`config.mk`:
```
export PLATFORM = sky130hd
export DESIGN_NAME = tlpc_front
export DESIGN_NICKNAME = d
export VERILOG_FILES = /design/src/hw/rtl/tlpc_pkg.sv /design/src/hw/rtl/tlpc_front.sv
export SDC_FILE = /design/constraint.sdc
export NUM_CORES = 1
export LEC_CHECK = 0
export BUFFER_PORTS_ARGS = -buffer_cell sky130_fd_sc_hd__clkbuf_2
export CAP_MARGIN = 20
export CORE_MARGIN = 2
export CORE_UTILIZATION = 35
export DETAILED_ROUTE_END_ITERATION = 8
export PLACE_DENSITY = 0.63
export SKIP_CTS_REPAIR_TIMING = 1
export SYNTH_ARGS = -nofsm -noshare
export SYNTH_HDL_FRONTEND = slang
export SYNTH_SLANG_ARGS = --single-unit
```
`constraint.sdc`:
```
create_clock -name clk_i -period 2.85 [get_ports clk_i]
set_input_delay 0.57 -clock clk_i [delete_from_list [all_inputs] [get_ports clk_i]]
set_output_delay 0.57 -clock clk_i [all_outputs]
set_load 0.05 [all_outputs]
```
`src/hw/rtl/tlpc_pkg.sv`:
```
package tlpc_pkg;

  localparam int CoordW   = 16;
  localparam int ColorW   = 32;
  localparam int WidthW   = 8;
  localparam int CfgIdxW  = 3;
  localparam int CfgDataW = 32;
  localparam int Depth    = 6;

  typedef enum logic [CfgIdxW-1:0] {
    CfgStartX     = 3'd0,
    CfgStartY     = 3'd1,
    CfgEndX       = 3'd2,
    CfgEndY       = 3'd3,
    CfgLineColor  = 3'd4,
    CfgLineWidth  = 3'd5,
    CfgEmptyColor = 3'd6
  } tlpc_cfg_idx_e;

  typedef struct packed {
    logic signed [CoordW-1:0] start_x;
    logic signed [CoordW-1:0] start_y;
    logic signed [CoordW-1:0] end_x;
    logic signed [CoordW-1:0] end_y;
    logic [ColorW-1:0]        line_color;
    logic [WidthW-1:0]        line_width;
    logic [ColorW-1:0]        empty_color;
  } tlpc_cfg_t;

  typedef struct packed {
    logic in_box;
    logic axis;
    logic axis_cov;
  } tlpc_flags_t;

  typedef struct packed {
    logic signed [16:0] rx;
    logic signed [16:0] ry;
    logic signed [16:0] dx;
    logic signed [16:0] dy;
    logic [15:0]        tsq;
    tlpc_flags_t        flags;
  } tlpc_geom_t;

  typedef struct packed {
    tlpc_flags_t flags;
    logic        big;
    logic        dot_ok;
    logic [63:0] adsq;
    logic [46:0] thr;
  } tlpc_dist_t;

  function automatic logic signed [33:0] smul17(logic signed [16:0] a,
                                                logic signed [16:0] b);
    logic signed [33:0] ax;
    logic signed [33:0] bx;
    ax = 34'(a);
    bx = 34'(b);
    return ax * bx;
  endfunction

endpackage

```
`src/hw/rtl/tlpc_front.sv`:
```
module tlpc_front (
  input  logic                            clk_i,
  input  logic                            rst_ni,
  input  tlpc_pkg::tlpc_cfg_t             cfg_i,
  input  logic                            in_valid_i,
  output logic                            in_ready_o,
  input  logic signed [tlpc_pkg::CoordW-1:0] pixel_x_i,
  input  logic signed [tlpc_pkg::CoordW-1:0] pixel_y_i,
  output logic                            out_valid_o,
  input  logic                            out_ready_i,
  output tlpc_pkg::tlpc_geom_t            geom_o
);

  logic signed [18:0] px, py, xs, ys, xe, ye, h, t;
  logic signed [18:0] dx, dy, rx, ry, adx, ady, arx, ary;
  logic signed [18:0] minx, maxx, miny, maxy, bx, by, hx, hy;
  logic               in_x, in_y, is_vert, is_horiz, vert_ok, horiz_ok;
  tlpc_pkg::tlpc_geom_t geom_d, geom_q;
  logic               valid_q;
  logic               rdy;

  always_comb begin
    px  = 19'(pixel_x_i);
    py  = 19'(pixel_y_i);
    xs  = 19'(cfg_i.start_x);
    ys  = 19'(cfg_i.start_y);
    xe  = 19'(cfg_i.end_x);
    ye  = 19'(cfg_i.end_y);
    t   = 19'(cfg_i.line_width);
    h   = 19'(cfg_i.line_width[tlpc_pkg::WidthW-1:1]);
    dx  = xe - xs;
    dy  = ye - ys;
    rx  = px - xs;
    ry  = py - ys;
    adx = dx[18] ? -dx : dx;
    ady = dy[18] ? -dy : dy;
    arx = rx[18] ? -rx : rx;
    ary = ry[18] ? -ry : ry;
    minx = (xs < xe) ? xs : xe;
    maxx = (xs < xe) ? xe : xs;
    miny = (ys < ye) ? ys : ye;
    maxy = (ys < ye) ? ye : ys;
    bx  = minx - h;
    by  = miny - h;
    hx  = bx + adx + t;
    hy  = by + ady + t;
    in_x = (px >= bx) && (px < hx);
    in_y = (py >= by) && (py < hy);
    is_vert  = (dx == '0);
    is_horiz = (dy == '0);
    vert_ok  = (arx <= h) && (py >= miny) && (py <= maxy);
    horiz_ok = (ary <= h) && (px >= minx) && (px <= maxx);

    geom_d.rx  = rx[16:0];
    geom_d.ry  = ry[16:0];
    geom_d.dx  = dx[16:0];
    geom_d.dy  = dy[16:0];
    geom_d.tsq = 16'(cfg_i.line_width) * 16'(cfg_i.line_width);
    geom_d.flags.in_box   = in_x && in_y;
    geom_d.flags.axis     = is_vert || is_horiz;
    geom_d.flags.axis_cov = in_x && in_y && (is_vert ? vert_ok : horiz_ok);
  end

  assign rdy        = !valid_q || out_ready_i;
  assign in_ready_o = rdy;

  always_ff @(posedge clk_i or negedge rst_ni) begin
    if (!rst_ni) begin
      valid_q <= 1'b0;
    end else if (rdy) begin
      valid_q <= in_valid_i;
    end
  end

  always_ff @(posedge clk_i) begin
    if (rdy && in_valid_i) begin
      geom_q <= geom_d;
    end
  end

  assign out_valid_o = valid_q;
  assign geom_o      = geom_q;

endmodule

```
# Yosys cells after proc, flatten, opt, wreduce, memory -nomap -nowiden
# Cells that the tools add are included.
[word_totals]
ff_bits = 88
in_bits = 172
[classes]
add_sub_neg = 14
n_mul = 1
magnitude_cmp = 12
muxes = 9
n_reduce_logical = 14
[ops]
columns = ["op", "count"]
rows = [
  ["two-way mux 19 bit", 8],
  [">= comparator 16 x 19 -> 1 bit", 4],
  ["negation 17 -> 19 bit", 4],
  ["subtractor 16 x 16 -> 17 bit", 4],
  ["adder 19 bit", 2],
  ["adder 19 x 9 -> 19 bit", 2],
  ["<= comparator 16 x 19 -> 1 bit", 2],
  ["<= comparator 19 x 8 -> 1 bit", 2],
  ["zero test 19 bit", 2],
  ["less-than comparator 16 x 19 -> 1 bit", 2],
  ["subtractor 19 x 8 -> 19 bit", 2],
  ["less-than comparator 16 bit", 2],
  ["multiplier 8 x 8 -> 16 bit", 1],
  ["logical AND 1 bit", 9],
  ["logical OR 1 bit", 2],
  ["zero test 1 bit", 1],
  ["two-way mux 1 bit", 1],
]

# Depth between registers and ports, before layout
[logic_depth]
ltp_word = 9
ltp_mapped = 47

# Worst setup path before layout
# OpenSTA, ideal clock, no wires.
[synth_path]
kind = "input-to-reg"
startpoint = "in cfg_i[105] (netlist name)"
endpoint = "reg geom_q, in the netlist geom_o[0] (data pin)"
setup_time_ns = 0.131
arrival_time_ns = 9.005
required_time_ns = 2.719
slack_ns = -6.286
path_stages = 44
path_cell_list = "inv_1 ha_1 nor2b_1 o2111ai_1 and3_1 nor2_1 a21oi_1 o2bb2ai_1 a211oi_1 clkbuf_1 clkbuf_1 mux2_2 ha_1 nor2b_1 o21ai_0 nand2b_1 a21o_1 a21o_1 (+8 left out) a21boi_0 o21ai_0 a21oi_1 a41o_1 o21ai_0 nand2b_1 a21oi_1 xnor2_1 ha_1 o21ai_0 nor3_1 a2111oi_0 o211ai_1 nor3_1 and4b_1 o211ai_1 nor3b_1 mux2_1"
[synth_lines]
columns = ["item", "line_no", "rtl"]
rows = [
  ["start, declared", "tlpc_front.sv:4", "input tlpc_pkg::tlpc_cfg_t cfg_i,"],
  ["end signal, assigned", "tlpc_front.sv:77", "geom_q <= geom_d;"],
  ["end, declared", "tlpc_front.sv:18", "tlpc_pkg::tlpc_geom_t geom_d, geom_q;"],
]

==> summary.txt <==
Run status
  – Status: complete, but fails checks
  – Violated checks: negative setup slack

Placement
  – Detail Placement HPWL: 47.9 mm
  – Gp weighted congestion: ~0.99
  – IO buf count: about 200
  – DP Worst Slack: -6.03 ns

Finish
  – Nets: about 3200
  – Commonest cells after routing, fill and taps aside: 646 x buf_4, 291 x ha_1, 188 x clkbuf_2
  – Core Util, Final: between 50% and 60%
  – Layout area overhead: 51.5%
  – Commonest non-fill, non-tap cell in the layout: buf_4
  – Fillers: just over 4000
  – Share of post-route cells with drive strength above 1: 40.1%

Power
  – Tot Pwr: between 15 and 20 mW
  – Power per cell area: 680 nW/um^2
  – VDD IR max: about 400 uV
  – Leak: between 10 and 15 nW

Min path
  – Worst hold-check path type: input pin to flop
  – Worst hold stages: 2
  – Origin of the worst min-delay path: in_valid_i
  – Endpoint, Worst Hold: out_valid_o$_DFFE_PN0N_

Timing
  – Min cycle time layout: approximately 7.8 ns
  – Max-slew violation count: 0
  – Final Cycle Share: 272%
  – Post-route worst setup slack: -4.90 ns
  – Hold slack: around 0.38 ns
  – Endpoints failing setup: 17
  – Final hold vios: 0
  – Worst Skew: around 0.0066 ns
  – RSZ-0062 raised after global routing: true
  – Worst-Margin Slew: 0.686 ns
  – Max Fclk: 0.129 GHz
  – Setup TNS: -22.15 ns
  – Slew headroom: between 50% and 60%

GRT
  – Initial antenna violation count: 1
  – Number of global-route vias before repair: 16518
  – Total GRT Usage: a little under a quarter
  – Largest net degree at the start of global routing: 40
  – First-pass GRT wire length: 85.1 mm
  – Grt ovf: 0

Critical path
  – Crit Reg-Reg Startpoint: out_valid_o$_DFFE_PN0N_
  – Crit-path max FO: 6
  – R2r endpoint: geom_o[79]$_DFFE_PP_
  – R2R setup slack: between 1 and 1.5 ns
  – CP endpoint kind: flop
  – Crit path kind: input pin to flop
  – Critical-path top delay cell: mux2_2
  – Critical Path Start Type: input pin
  – Arrival @ worst endpoint: approximately 8.0 ns
  – Worst Path Required: between 3 and 4 ns
  – Max incr delay on CP: ~0.36 ns
  – FF-to-FF path depth: 3

Job
  – Max-Cap Viols: 0

Detailed routing
  – Post-route ant nets: 0
  – Drc violations: 0
  – DR WL/cell: ~17 microns
  – Detailed Routing Iterations Pass 1: 5
  – Initial drt markers: 845
  – Drt via density: ~5.1
  – Total Wirelength: 55.7 mm
  – Vias: ~17000

Yosys
  – Post-synthesis sequential area ratio: approximately 17%
  – Share of flip-flops with an asynchronous set or reset: between 1 and 1.5%
  – Syn_area_per_cell: around 8.6 sq um
  – Synth Instances: 1816
  – Synthesized area: ~16000 sq um
  – Yosys reg bits: just under 90
  – Number of synthesized flops with an enable pin: 86
  – YS warnings: 0
  – Main flop type after synthesis: edfxtp_1
  – Netlist cell types: 80

Clocking
  – H-tree levels: 3
  – Total CTS buffers: 9
  – Max Buffers Root-to-Sink: 2
  – Root Buffer: clkbuf_16
  – Worst-Skew Late Latency: about 0.40 ns
  – Clock slew at reported path FFs: about 0.07 ns
  – CTS tree: yes
  – Clock Sinks: 87

Floorplanning
  – Core area: 44200 sq um
  – Initial core utilization: 35.4%
  – I/O pin cnt: approximately 260
  – Die Width: about 220 microns
  – Die footprint: between 40000 and 50000 sq um
  – Placement Rows: between 70 and 80
  – Die Ht: roughly 220 microns
-- state kept, by name (all words and copies together) (netlist names) --
signal / count
geom_o: 86
out_valid_o: 1
-- worst max-delay path by stage --
| stage | from | endpoint | cells after the start |
|---|---|---|---|
| final | cfg_i[121] | geom_o[0]$_DFFE_PP_ | 44 |
| after detailed placement | cfg_i[105] | geom_o[0]$_DFFE_PP_ | 42 |
| after floorplan | cfg_i[105] | geom_o[0]$_DFFE_PP_ | 44 |
| after CTS | cfg_i[105] | geom_o[0]$_DFFE_PP_ | 42 |
| after global placement | cfg_i[105] | geom_o[0]$_DFFE_PP_ | 42 |
| after global routing | cfg_i[105] | geom_o[0]$_DFFE_PP_ | 44 |
-- critical path, delay by kind of cell --
| kind | cells | cell delay (ns) |
|---|---|---|
| compound gates | 19 | 2.89 |
| simple gates | 8 | 1.45 |
| buf+inv | 7 | 0.84 |
| xor+xnor | 2 | 0.37 |
| fa+ha+maj | 5 | 1.27 |
| mux | 3 | 0.64 |
-- per-layer routing --
metal / vias up / share of wire [%] / global-route usage, %
met1: 7857 / 44 / 29.2
met5: - / 0 / 0
met2: 352 / 48 / 40.0
li1: 8314 / - / -
met3: 91 / 4.4 / 3.92
met4: 0 / 3.6 / 8.87
-- per-stage QoR --
| step | area, sq um | cells |
|---|---|---|
| 2_1_floorplan | 16000 | 1818 |
| 6_report | 23800 | 3268 |
| 4_1_cts | 22600 | 3227 |
| 3_5_place_dp | 22300 | 3211 |
| 3_3_place_gp | 22300 | 3211 |
| 5_1_grt | 23700 | 3267 |
-- final cells by class --
cell class	count	area, sq um	area share, %
Multi-Input combinational cell	1524	13200	55.6
Timing Repair Buffer	863	6170	26.0
Sequential cell	87	2610	11.0
Tap cell	592	741	3.12
Inverter	185	726	3.06
Clock buffer	10	229	0.964
Clock inverter	6	67.6	0.284
Antenna cell	1	2.50	0.0105
-- synthesized netlist by cell type, drive strengths merged, types with 3 or more instances --
| master | n | area, sq um |
|---|---|---|
| a2111oi | 10 | 106 |
| a211o | 4 | 35.0 |
| a211oi | 14 | 110 |
| a21boi | 5 | 37.5 |
| a21o | 50 | 375 |
| a21oi | 146 | 746 |
| a221oi | 4 | 35.0 |
| a31oi | 19 | 119 |
| a41o | 5 | 50.1 |
| a41oi | 3 | 26.3 |
| and2 | 18 | 113 |
| and3 | 13 | 81.3 |
| and4 | 3 | 26.3 |
| buf | 5 | 22.5 |
| clkbuf | 17 | 65.1 |
| edfxtp | 86 | 2580 |
| fa | 49 | 981 |
| ha | 320 | 4000 |
| inv | 183 | 687 |
| mux2 | 19 | 214 |
| mux2i | 21 | 210 |
| nand2 | 97 | 364 |
| nand2b | 26 | 163 |
| nand3 | 37 | 185 |
| nand3b | 3 | 22.5 |
| nand4 | 30 | 188 |
| nand4b | 4 | 35.0 |
| nor2 | 136 | 513 |
| nor2b | 31 | 194 |
| nor3 | 39 | 200 |
| nor3b | 3 | 22.5 |
| nor4 | 6 | 37.5 |
| o2111ai | 7 | 61.3 |
| o211ai | 10 | 75.1 |
| o21a | 19 | 143 |
| o21ai | 88 | 440 |
| o21bai | 15 | 113 |
| o221ai | 3 | 26.3 |
| o22ai | 4 | 25.0 |
| o31ai | 16 | 120 |
| or2 | 11 | 68.8 |
| or3 | 13 | 81.3 |
| or4 | 12 | 90.1 |
| xnor2 | 119 | 1040 |
| xor2 | 59 | 517 |
-- logic make-up (layout without fill, tap and decap cells) --
family                     after synthesis  in the layout  share of synthesized area, %
muxes                                   40             40                          2.71
buffers and inverters                  207           1064                          4.99
other                                    1              4                        0.0239
adders and majority gates              369            369                          31.8
AOI/OAI and AO/OA                      446            446                          18.3
and+or+nand+nor                        488            488                          15.6
DFF                                     87             87                          16.6
xor gates and xnor gates               178            178                          9.95
-- power by group --
part	internal (mW)	total (mW)	switching (mW)
clock	0.683	1.27	0.586
sequential	1.70	1.75	0.0505
combinational	6.46	13.1	6.68
total	8.84	16.2	7.32
(Power assumes the default switching activity.)
