==> src/hw/rtl/tlpc_pkg.sv <==
package tlpc_pkg;

  localparam int CoordW   = 16;
  localparam int ColorW   = 32;
  localparam int WidthW   = 8;
  localparam int CfgIdxW  = 3;
  localparam int CfgDataW = 32;
  localparam int Depth    = 6;

  typedef enum logic [CfgIdxW-1:0] {
    CfgStartX     = 3'd0,
    CfgStartY     = 3'd1,
    CfgEndX       = 3'd2,
    CfgEndY       = 3'd3,
    CfgLineColor  = 3'd4,
    CfgLineWidth  = 3'd5,
    CfgEmptyColor = 3'd6
  } tlpc_cfg_idx_e;

  typedef struct packed {
    logic signed [CoordW-1:0] start_x;
    logic signed [CoordW-1:0] start_y;
    logic signed [CoordW-1:0] end_x;
    logic signed [CoordW-1:0] end_y;
    logic [ColorW-1:0]        line_color;
    logic [WidthW-1:0]        line_width;
    logic [ColorW-1:0]        empty_color;
  } tlpc_cfg_t;

  typedef struct packed {
    logic in_box;
    logic axis;
    logic axis_cov;
  } tlpc_flags_t;

  typedef struct packed {
    logic signed [16:0] rx;
    logic signed [16:0] ry;
    logic signed [16:0] dx;
    logic signed [16:0] dy;
    logic [15:0]        tsq;
    tlpc_flags_t        flags;
  } tlpc_geom_t;

  typedef struct packed {
    tlpc_flags_t flags;
    logic        big;
    logic        dot_ok;
    logic [63:0] adsq;
    logic [46:0] thr;
  } tlpc_dist_t;

  function automatic logic signed [33:0] smul17(logic signed [16:0] a,
                                                logic signed [16:0] b);
    logic signed [33:0] ax;
    logic signed [33:0] bx;
    ax = 34'(a);
    bx = 34'(b);
    return ax * bx;
  endfunction

endpackage

==> src/hw/rtl/tlpc_cfg.sv <==
module tlpc_cfg (
  input  logic                                clk_i,
  input  logic                                rst_ni,
  input  logic                                cfg_we_i,
  input  logic [tlpc_pkg::CfgIdxW-1:0]        cfg_idx_i,
  input  logic [tlpc_pkg::CfgDataW-1:0]       cfg_data_i,
  output tlpc_pkg::tlpc_cfg_t                 cfg_o
);

  tlpc_pkg::tlpc_cfg_t cfg_q;

  always_ff @(posedge clk_i or negedge rst_ni) begin
    if (!rst_ni) begin
      cfg_q.start_x     <= '0;
      cfg_q.start_y     <= '0;
      cfg_q.end_x       <= '0;
      cfg_q.end_y       <= '0;
      cfg_q.line_color  <= '0;
      cfg_q.line_width  <= tlpc_pkg::WidthW'(1);
      cfg_q.empty_color <= '0;
    end else if (cfg_we_i) begin
      unique case (tlpc_pkg::tlpc_cfg_idx_e'(cfg_idx_i))
        tlpc_pkg::CfgStartX:     cfg_q.start_x     <= cfg_data_i[tlpc_pkg::CoordW-1:0];
        tlpc_pkg::CfgStartY:     cfg_q.start_y     <= cfg_data_i[tlpc_pkg::CoordW-1:0];
        tlpc_pkg::CfgEndX:       cfg_q.end_x       <= cfg_data_i[tlpc_pkg::CoordW-1:0];
        tlpc_pkg::CfgEndY:       cfg_q.end_y       <= cfg_data_i[tlpc_pkg::CoordW-1:0];
        tlpc_pkg::CfgLineColor:  cfg_q.line_color  <= cfg_data_i[tlpc_pkg::ColorW-1:0];
        tlpc_pkg::CfgLineWidth:  cfg_q.line_width  <= cfg_data_i[tlpc_pkg::WidthW-1:0];
        tlpc_pkg::CfgEmptyColor: cfg_q.empty_color <= cfg_data_i[tlpc_pkg::ColorW-1:0];
        default: begin
        end
      endcase
    end
  end

  assign cfg_o = cfg_q;

endmodule

==> config.mk <==
export PLATFORM = sky130hd
export DESIGN_NAME = tlpc_cfg
export DESIGN_NICKNAME = d
export VERILOG_FILES = /design/src/hw/rtl/tlpc_pkg.sv /design/src/hw/rtl/tlpc_cfg.sv
export SDC_FILE = /design/constraint.sdc
export NUM_CORES = 1
export LEC_CHECK = 0
export ABC_AREA = 1
export CAP_MARGIN = 40
export CORE_ASPECT_RATIO = 0.9
export CORE_MARGIN = 3
export CORE_UTILIZATION = 50
export CTS_CLUSTER_SIZE = 24
export DETAILED_ROUTE_END_ITERATION = 8
export DONT_BUFFER_PORTS = 1
export PLACE_DENSITY = 0.75
export RECOVER_POWER = 100
export SYNTH_ARGS = -nofsm -noshare
export SYNTH_HDL_FRONTEND = slang
export SYNTH_SLANG_ARGS = --single-unit
==> constraint.sdc <==
create_clock -name clk_i -period 1.5 [get_ports clk_i]
set_clock_uncertainty 0.15 [all_clocks]
set_input_delay 0.225 -clock clk_i [delete_from_list [all_inputs] [get_ports clk_i]]
set_output_delay 0.225 -clock clk_i [all_outputs]
set_load 0.01 [all_outputs]
After elaboration in Yosys (flattened, before gate mapping)
Cells that the tools add are included.
Storage, ports and cells
  output and inout port bits: 136
  register bits after elaboration: 136
Operators by class
  reduce and logical (&&, ||, !) cells: 8
  eq/ne operators: 6
Operators by type and width (number)
  AND reduction 2 bit: 7
  == test 3 bit, second input constant: 3
  == test 3 x 2 -> 1 bit, second input constant: 2
  == test 3 x 1 -> 1 bit, second input constant: 1
  zero test 3 bit: 1

Longest topological paths before layout
Gate-level depths: netlist (run 1).
  depth in word-level cells: 2
  depth in mapped cells: 6
  gate-level depth less buffers: 5

Least setup slack after synthesis (run 1)
OpenSTA, ideal clock, no wires.
  kind: input-to-reg
  start: in cfg_idx_i[2] (netlist name)
  end: reg cfg_q, in the netlist cfg_o[51]
  data arrival time: 1.003 ns
  slack: 0.280 ns
  stages on the path: 6
  required time: 1.284 ns
  library setup time: 0.066 ns
  path through: nand2_1 > clkinv_1 > nand2_1 > clkbuf_1 > nand2_1 > nand2_1
On the way
  word-level cells in the longest chain between the ends: 2
RTL lines
  start: declaration: RTL line tlpc_cfg.sv:5  | input logic [tlpc_pkg::CfgIdxW-1:0] cfg_idx_i,
  == test 3 bit: RTL line tlpc_cfg.sv:22  | unique case (tlpc_pkg::tlpc_cfg_idx_e'(cfg_idx_i))
  AND reduction 2 bit (no line)
  end: declaration: RTL line tlpc_cfg.sv:10  | tlpc_pkg::tlpc_cfg_t cfg_q;
Every way passes these cells.
A chain may end at the register's enable or synchronous reset.

==> impl_metrics.csv, run 1 <==
group,metric,value,unit
floorplanning,die_area,11800,µm²
clock_tree,cts_tree,"done",
logic_synthesis,ys_ff_latch,136,
logic_synthesis,synthAdderAreaFrac,0,%
timing,slew_headroom,63.5,%
timing,setup_violations,0,
clock_tree,clockRootBuffer,"clkbuf_16",
clock_tree,h-tree-depth,4,
placed_design,gp_congestion,0.818,
route,wl_per_cell,18.7,µm
logic_synthesis,yosys_most_used_dff,"dfrtp_1",
worst_setup_path,slowest_stage,"dlygate4sd3_1",
logic_synthesis,synth_xor_area_share,0,%
clock_tree,cts_buffers,17,
logic_synthesis,synth-compound-area-share,0,%
timing,worst_pin_slew,0.545,ns
global_route,grt_pass1_wl,22.9,mm
pwr,ir_drop,0.948,mV
route,vias,4247,
timing,final_hold_viol_count,136,
clock_tree,clk_latency,0.40,ns
route,routed_wirelength,14.7,mm
worst_setup_path,cpMostUsedCell,"nand2_1",
floorplanning,rows,34,
final_layout,drive_above_1_share,8.35,%
worst_setup_path,arrival,1.54,ns
worst_setup_path,max_stage_delay,0.56,ns
final_layout,antenna_cells,0,
global_route,grt_max_degree,137,
pwr,powerDensity,1610,nW/µm²
final_layout,nets,685,
clock_tree,cts_sinks,136,
floorplanning,die_height,103,µm
final_layout,area_growth,21.7,%
timing,rsz0062_at_grt,"false",
timing,fin_crit_sh,93.8,%
timing,fmax,711,MHz
logic_synthesis,yosys.area_share.simple,32.5,%
logic_synthesis,yosysSeqAreaShare,64.6,%
flow_run,cap_violations,0,
logic_synthesis,synth_edf_count,0,
route,dr.pass1.iters,5,
logic_synthesis,async_flop_share,100,%
logic_synthesis,mappedNetlistArea,5270,µm²
logic_synthesis,synth.area.top_cells,"dfrtp_1 64%, nand2_1 24%, nand3_1 7.6%",
logic_synthesis,synth_top_area_cell,"dfrtp_1",
floorplanning,coreArea,9950,µm²
logic_synthesis,synth.most_common_cell,"nand2_1",
min_path,hold_path_class,"primary input to async pin",
timing,final_max_slew_viol_count,0,
global_route,grt_antenna_before_repair,0,
logic_synthesis,syn-num-nets,636,
run_status,violations,"negative hold slack",
final_layout,largest_register_ffs,136,
global_route,grt_overflow,0,
placed_design,port_buffers,0,
placed_design,post-dp-hpwl,9.69,mm
logic_synthesis,ys_warn_count,0,
logic_synthesis,yosysTopAreaCellShare,64.1,%
route,via_per_inst,5.41,
clock_tree,cts_buffer_depth,2,
worst_setup_path,critPathKind,"flop to flop",
logic_synthesis,yosys-top-cells-count,"340 x nand2_1, 135 x dfrtp_1, 80 x nand3_1",
run_status,status,"finished with violations",
logic_synthesis,syn_inst,598,
global_route,grt_pass1_vias,4193,
pwr,leakage,0.00344,µW
worst_setup_path,crit_path_start_kind,"flop",
clock_tree,hold_buffers,36,
worst_setup_path,worstPathMaxFanout,2,
logic_synthesis,avgSynthCellArea,8.81,µm²
worst_setup_path,crit_path_cell_trace,"nand2_1 -> nand2_1 -> dlygate4sd3_1",
worst_setup_path,worstPathRequired,1.63,ns
floorplanning,pin_count,174,
logic_synthesis,synthMuxAreaShare,0,%
route,post-route-drc-count,0,
logic_synthesis,yosysUniqueCellTypes,10,
floorplanning,die_width,114,µm
timing,fin_tns_setup,0,ns
timing,timing.hold.ws,-0.641,ns
timing,period_needed,1.41,ns
route,drtIter0Drc,376,
logic_synthesis,synth_top_family_by_area,"simple AND/OR/NAND/NOR gates",
clock_tree,clk_pin_slew,0.06,ns
worst_setup_path,cp-end-kind,"flop",
route,postRouteAntennaNets,0,
clock_tree,cts_setup_buffers,0,
floorplanning,start_util,52.9,%
global_route,grt_usage,25.3,%
final_layout,final_util,64.4,%
-- timing repair --
action	4_1_cts	5_1_grt
setup endpoints to repair	0	2
endpoints found under the hold margin	272	136
resized for setup	0	3
-- power breakdown --
group | switching (µW) | leakage [µW] | internal [µW] | total [µW]
Sequential | 897 | 0.00171 | 4360 | 5260
Clock | 1630 | 0.000283 | 2500 | 4130
Combinational | 550 | 0.00145 | 380 | 930
-- layer usage --
| metal | vias up | track usage, % | part of all wire, % |
|---|---|---|---|
| met5 | - | 0 | 0 |
| met4 | 0 | 6.30 | 0.87 |
| met3 | 12 | 9.77 | 10 |
| met2 | 211 | 40.1 | 49 |
| met1 | 2054 | 33.3 | 40 |
| li1 | 1970 | - | - |
-- stage by stage --
| step | power [µW] | std cells | setup slack, ns | cell area [µm²] | hold slack [ns] |
|---|---|---|---|---|---|
| floorplan | 5740 | 598 | 0.280 | 5270 | -0.221 |
| global placement | 6050 | 718 | 0.231 | 5510 | -0.218 |
| detailed placement | 6130 | 718 | 0.183 | 5510 | -0.218 |
| CTS | 10400 | 785 | 0.0372 | 6450 | -0.654 |
| global route | 10800 | 785 | 0.0434 | 6410 | -0.665 |
| finish | 10300 | 785 | 0.0929 | 6410 | -0.641 |
-- worst max-delay path: cells and delay by family, from the launching register on --
family / cells / cell delay, ns
buffers and inverters: 1 / 0.56
DFF: 1 / 0.43
and+or+nand+nor: 2 / 0.15
-- kinds of logic after synthesis --
group                  after synthesis
buffers and inverters               35
flip-flops                         136
AND/OR/NAND/NOR                    427
-- cell usage in the layout (no fill, tap or decap) --
cell type and n:
buf_12 1, buf_2 1, buf_4 13, bufinv_16 2, clkbuf_1 4, clkbuf_16 17
clkbuf_2 4, clkbuf_8 1, clkdlybuf4s25_1 1, clkinv_1 1, clkinv_2 2, clkinv_4 4
clkinvlp_4 2, dfrtp_1 135, dfstp_1 1, dlygate4sd3_1 34, dlymetal6s4s_1 1, inv_1 5
inv_6 3, nand2_1 339, nand2_2 1, nand3_1 80, nor2_1 3, nor2_2 3
nor2_4 1
-- worst paths after layout --
check                                            from               endpoint  slack [ns]  cells past startpoint
max in group asynchronous                      rst_ni  cfg_o[43]$_DFFE_PN0P_        1.64                      0
worst min register to register  cfg_o[32]$_DFFE_PN1P_  cfg_o[32]$_DFFE_PN1P_        0.38                      2
worst min-delay path                           rst_ni   cfg_o[6]$_DFFE_PN0P_       -0.64                      0
worst max register to register  cfg_o[34]$_DFFE_PN0P_  cfg_o[34]$_DFFE_PN0P_        0.09                      3
worst max-delay path            cfg_o[34]$_DFFE_PN0P_  cfg_o[34]$_DFFE_PN0P_        0.09                      3
min in group clk_i                       cfg_idx_i[1]  cfg_o[38]$_DFFE_PN0P_        0.02                      4
-- cell type report --
cell class	count	area (µm²)
clock inverter	13	146
inverter	6	22.5
clock buffer	18	439
sequential	136	3400
tap	126	158
fill	831	3540
multi-input combinational	427	1720
timing repair buffer	59	520
(Power assumes the default switching activity.)
==> run 2: changes to the inputs <==
ABC_AREA = default   (was 1)
PLACE_DENSITY = default   (was 0.75)
PLACE_DENSITY_LB_ADDON = 0.08   (was default)
==> impl_metrics.csv, run 2 <==
group,metric,value,unit
final_layout,fillers,738,
clock_tree,post_cts_resized,0,
global_route,grt_pass1_vias,2864,
final_layout,largest_register_ffs,136,
placed_design,place_ws,-0.0171,ns
timing,final_max_slew_viol_count,0,
clock_tree,hold_buffers,32,
timing,rsz0062_at_grt,"false",
floorplanning,die_width,113,µm
route,routed_wirelength,11.0,mm
logic_synthesis,synth_top_area_cell,"dfrtp_1",
worst_setup_path,worstPathMaxFanout,2,
clock_tree,clk_latency,0.40,ns
route,wl_per_cell,22.9,µm
global_route,grt_usage,19.7,%
final_layout,layout_common_cells,"135 x dfrtp_1, 93 x mux2_2, 38 x mux2_1, 32 x dlygate4sd3_1, 17 x clkbuf_16",
logic_synthesis,mappedNetlistArea,5180,µm²
placed_design,gp_congestion,0.722,
floorplanning,start_util,52.5,%
timing,fin_crit_sh,90.9,%
final_layout,register_area,3400,µm²
worst_setup_path,cp-end-kind,"primary output",
clock_tree,cts_buffer_depth,2,
route,vias,2692,
clock_tree,clockRootBuffer,"clkbuf_16",
final_layout,nets,383,
pwr,switchingPower,2740,µW
pwr,intPower,7930,µW
logic_synthesis,ys_ff_latch,136,
logic_synthesis,yosysSeqAreaShare,65.8,%
logic_synthesis,ys_warn_count,0,
floorplanning,coreArea,9870,µm²
clock_tree,cts_sinks,136,
timing,setup_violations,0,
timing,slew_headroom,57.0,%
route,drtIter0Drc,103,
run_status,violations,"negative hold slack",
route,post-route-drc-count,0,
pwr,ir_drop,1.14,mV
worst_setup_path,critPathKind,"flop to primary output",
route,via_per_inst,5.59,
placed_design,port_buffers,0,
clock_tree,cts_buffers,17,
global_route,grt_max_degree,137,
worst_setup_path,crit_path_start_kind,"flop",
pwr,p_clk_share,39.7,%
logic_synthesis,yosysUniqueCellTypes,12,
logic_synthesis,synth_edf_count,0,
logic_synthesis,async_flop_share,100,%
global_route,grt_pass1_wl,17.0,mm
route,postRouteAntennaNets,0,
final_layout,multi_input_area,1670,µm²
logic_synthesis,syn-num-nets,334,
flow_run,cap_violations,0,
run_status,status,"finished with violations",
floorplanning,die_height,103,µm
timing,final_hold_viol_count,136,
worst_setup_path,arrival,0.99,ns
pwr,leakage,0.00277,µW
global_route,grt_overflow,0,
floorplanning,pin_count,174,
logic_synthesis,yosysTopAreaCellShare,65.2,%
pwr,powerDensity,1700,nW/µm²
min_path,hold_path_class,"primary input to async pin",
global_route,grt_antenna_before_repair,0,
pwr,power,10700,µW
logic_synthesis,yosys_most_used_dff,"dfrtp_1",
final_layout,final_common_cell,"dfrtp_1",
final_layout,drive_above_1_share,40.2,%
pwr,seq_power_share,51.6,%
logic_synthesis,yosys-top-cells-count,"135 x dfrtp_1, 121 x mux2_2, 10 x buf_2, 10 x mux2_4, 5 x mux2_1",
floorplanning,die_area,11600,µm²
timing,timing.hold.ws,-0.636,ns
logic_synthesis,avgSynthCellArea,17.5,µm²
logic_synthesis,syn_inst,296,
clock_tree,h-tree-depth,4,
final_layout,area_growth,21.5,%
clock_tree,clk_pin_slew,0.06,ns
logic_synthesis,synth.most_common_cell,"dfrtp_1",
placed_design,post-dp-hpwl,7.38,mm
floorplanning,rows,34,
timing,worst_slack,0.137,ns
timing,period_needed,1.36,ns
clock_tree,cts_tree,"done",
timing,fmax,734,MHz
timing,worst_pin_slew,0.645,ns
worst_setup_path,worstPathRequired,1.12,ns
route,dr.pass1.iters,4,
final_layout,antenna_cells,0,
pwr,comb_power_share,8.8,%
pwr,switching_share,25.7,%
logic_synthesis,synth.area.top_cells,"dfrtp_1 65%, mux2_2 26%, mux2_4 2.9%",
## run 2: area by class of cell
class	instances	area share, %
sequential	136	54.1
timing repair buffer	47	7.22
clock inverter	10	2.43
tap	126	2.51
clock buffer	20	7.10
multi-input combinational	143	26.6
## run 2: path summary, 6_finish.rpt
check	depth (start not counted)	startpoint	to	slack (ns)
setup / recovery	0	cfg_o[32]$_DFFE_PN1P_	cfg_o[32]	0.14
max in group asynchronous	0	rst_ni	cfg_o[32]$_DFFE_PN1P_	1.63
hold / removal	0	rst_ni	cfg_o[9]$_DFFE_PN0P_	-0.64
min in group clk_i	2	cfg_we_i	cfg_o[87]$_DFFE_PN0P_	0.04
hold reg to reg	1	cfg_o[101]$_DFFE_PN0P_	cfg_o[101]$_DFFE_PN0P_	0.41
setup reg to reg	1	cfg_o[80]$_DFFE_PN0P_	cfg_o[80]$_DFFE_PN0P_	0.47
## run 2: power by group through the flow
stage               Sequential (µW)  Clock [µW]  Combinational, µW
detailed placement             5590           0               1010
global placement               5580           0                962
CTS                            5550        4300               1120
finish                         5500        4230                934
global route                   5620        4460               1030
floorplan                      5330           0                933
## run 2: metrics by stage
stage	hold WS, ns	utilization (%)	std cells	setup TNS (ns)	cell area (µm²)
after floorplan	-0.221	-	296	-1.24	5350
after global placement	-0.217	56.1	420	0	5530
after detailed placement	-0.217	56.1	420	-0.0480	5530
after CTS	-0.651	65.4	482	0	6450
after global routing	-0.660	63.7	482	0	6290
final	-0.636	63.7	482	0	6290
## run 2: cell families (layout without fill, tap and decap cells)
kind of cell / Yosys count / after routing / share of synthesized area (%)
AND/OR/NAND/NOR: 7 / 7 / 1.67
multiplexers: 136 / 136 / 30.3
flip-flops: 136 / 136 / 65.8
buffers and inverters: 17 / 77 / 2.27
## run 2: routing by layer
metal,vias to the layer above,share of wire [%],GRT usage (%)
met1,1415,43,26.4
met4,0,1.2,6.65
met2,120,45,27.9
met5,-,0,0
met3,10,11,9.98
li1,1147,-,-
## run 2: repair_timing
item                                    in CTS  in global routing
hold endpoints to repair                   272                136
endpoints found under the setup margin       0                  0
setup buffers                                0                  0
==> run 3: changes to the inputs <==
ABC_AREA = 1   (was default)
==> impl_metrics.csv, run 3 (synthesis results as in run 1) <==
group,metric,value,unit
global_route,grt_usage,25.0,%
run_status,status,"finished with violations",
timing,slew_headroom,52.4,%
floorplanning,die_area,11800,µm²
clock_tree,cts_sinks,136,
pwr,intPower,7560,µW
placed_design,gp_congestion,0.792,
global_route,grt_antenna_before_repair,0,
worst_setup_path,slowest_stage,"dlygate4sd3_1",
floorplanning,coreArea,9950,µm²
placed_design,port_buffers,0,
timing,setup_violations,0,
route,drtIter0Drc,325,
final_layout,drive_above_1_share,7.89,%
run_status,violations,"negative hold slack",
pwr,comb_power_share,8.6,%
global_route,grt_max_degree,137,
clock_tree,clk_pin_slew,0.06,ns
worst_setup_path,worstPathRequired,1.64,ns
flow_run,cap_violations,0,
floorplanning,pin_count,174,
worst_setup_path,cpMostUsedCell,"nand2_1",
global_route,grt_pass1_vias,4113,
route,post-route-drc-count,0,
final_layout,antenna_cells,0,
floorplanning,die_height,103,µm
global_route,grt_overflow,0,
route,via_per_inst,5.28,
clock_tree,clk_latency,0.40,ns
clock_tree,cts_buffer_depth,2,
pwr,powerDensity,1620,nW/µm²
final_layout,layout_common_cells,"339 x nand2_1, 135 x dfrtp_1, 80 x nand3_1, 37 x dlygate4sd3_1, 17 x clkbuf_16",
pwr,seq_power_share,50.0,%
pwr,ir_drop,1.09,mV
route,postRouteAntennaNets,0,
worst_setup_path,critPathLaunch,"cfg_idx_i[2]",
worst_setup_path,critPathKind,"primary input to flop",
timing,fmax,720,MHz
worst_setup_path,max_stage_delay,0.59,ns
final_layout,fin_cells,785,
placed_design,dpl.cell_count,715,
final_layout,final_common_cell,"nand2_1",
final_layout,nets,685,
timing,final_hold_viol_count,136,
min_path,hold_path_class,"primary input to async pin",
pwr,switchingPower,2950,µW
timing,period_needed,1.39,ns
worst_setup_path,crit_path_start_kind,"primary input",
route,vias,4147,
timing,final_max_slew_viol_count,0,
final_layout,fillers,839,
clock_tree,h-tree-depth,4,
timing,timing.hold.ws,-0.643,ns
clock_tree,hold_buffers,39,
floorplanning,rows,34,
route,wl_per_cell,18.1,µm
clock_tree,clockRootBuffer,"clkbuf_16",
final_layout,largest_register_ffs,136,
timing,fin_tns_setup,0,ns
timing,rsz0062_at_grt,"false",
floorplanning,die_width,114,µm
clock_tree,cts_buffers,17,
worst_setup_path,cp-end-kind,"flop",
route,dr.pass1.iters,4,
worst_setup_path,worstPathMaxFanout,16,
global_route,grt_pass1_wl,22.5,mm
route,routed_wirelength,14.2,mm
final_layout,final_util,65.0,%
floorplanning,start_util,52.9,%
worst_setup_path,arrival,1.53,ns
pwr,switching_share,28.1,%
placed_design,post-dp-hpwl,9.23,mm
clock_tree,cts_tree,"done",
worst_setup_path,crit_path_cell_trace,"dlygate4sd3_1 -> nor2_4 -> nand2_1 -> clkbuf_4 -> nand2_1 -> nand2_1",
pwr,p_clk_share,41.4,%
pwr,leakage,0.00346,µW
timing,fin_crit_sh,92.6,%
final_layout,area_growth,23.0,%
timing,worst_pin_slew,0.714,ns
worst_setup_path,r2r-start,"cfg_o[32]$_DFFE_PN1P_",
-- run 3: cell count changes in the layout (fill, tap and decap cells not counted), sizes merged --
cell,delta
nand2,+340
mux2,-136
nand3,+80
nor2,+7
inv,+6
dlygate4sd3,+5
clkbuf,+3
clkinvlp,+3
nand4b,-3
nor4bb,-3
buf,+2
clkinv,-2
dlymetal6s4s,+2
nor4b,-1
-- run 3: power groups by stage --
stage	Clock (µW)	Combinational, µW	Sequential (µW)
after CTS	4420	921	5280
final	4350	909	5250
after global placement	0	730	5320
after global routing	4600	1070	5340
after detailed placement	0	777	5320
after floorplan	0	630	5110
-- run 3: path summary, 6_finish.rpt --
check | to | slack (ns) | depth (start not counted)
worst max-delay path | cfg_o[84]$_DFFE_PN0P_ | 0.11 | 6
worst min-delay path | cfg_o[82]$_DFFE_PN0P_ | -0.64 | 0
worst max register to register | cfg_o[32]$_DFFE_PN1P_ | 0.53 | 2
worst min register to register | cfg_o[97]$_DFFE_PN0P_ | 0.39 | 2
max in group asynchronous | cfg_o[32]$_DFFE_PN1P_ | 1.58 | 0
min in group clk_i | cfg_o[108]$_DFFE_PN0P_ | 0.03 | 5
-- run 3: critical path: cells and delay by family --
| kind | cells | cell delay (ns) |
|---|---|---|
| and+or+nand+nor | 4 | 0.47 |
| buffers and inverters | 2 | 0.83 |
-- run 3: final cells by class --
cell class	instances	area (µm²)	area share (%)
flip-flops and latches	136	3400	52.6
clock buffers	20	447	6.90
well taps	126	158	2.43
multi-input cells	427	1730	26.6
inverters	6	22.5	0.348
repair buffers	59	546	8.43
clock inverters	11	173	2.67
-- run 3: per-layer routing --
| metal | routed length, µm | track usage [%] |
|---|---|---|
| met1 | 5910 | 33.7 |
| met2 | 6870 | 39.1 |
| met3 | 1320 | 8.61 |
| met4 | 108 | 7.21 |
| met5 | 0 | 0 |
-- run 3: timing repair --
| item | CTS | global route |
|---|---|---|
| hold endpoints to repair | 272 | 136 |
| resized for setup | 0 | 3 |
| endpoints found under the setup margin | 0 | 3 |
| setup buffers | 0 | 0 |
-- run 3: metrics by stage --
stage               area (µm²)  total power, µW  worst slack (ns)
floorplan                 5270             5740             0.280
global placement          5470             6050             0.275
detailed placement        5470             6100             0.220
CTS                       6480            10600            0.0541
global route              6470            11000           0.00174
finish                    6470            10500             0.112
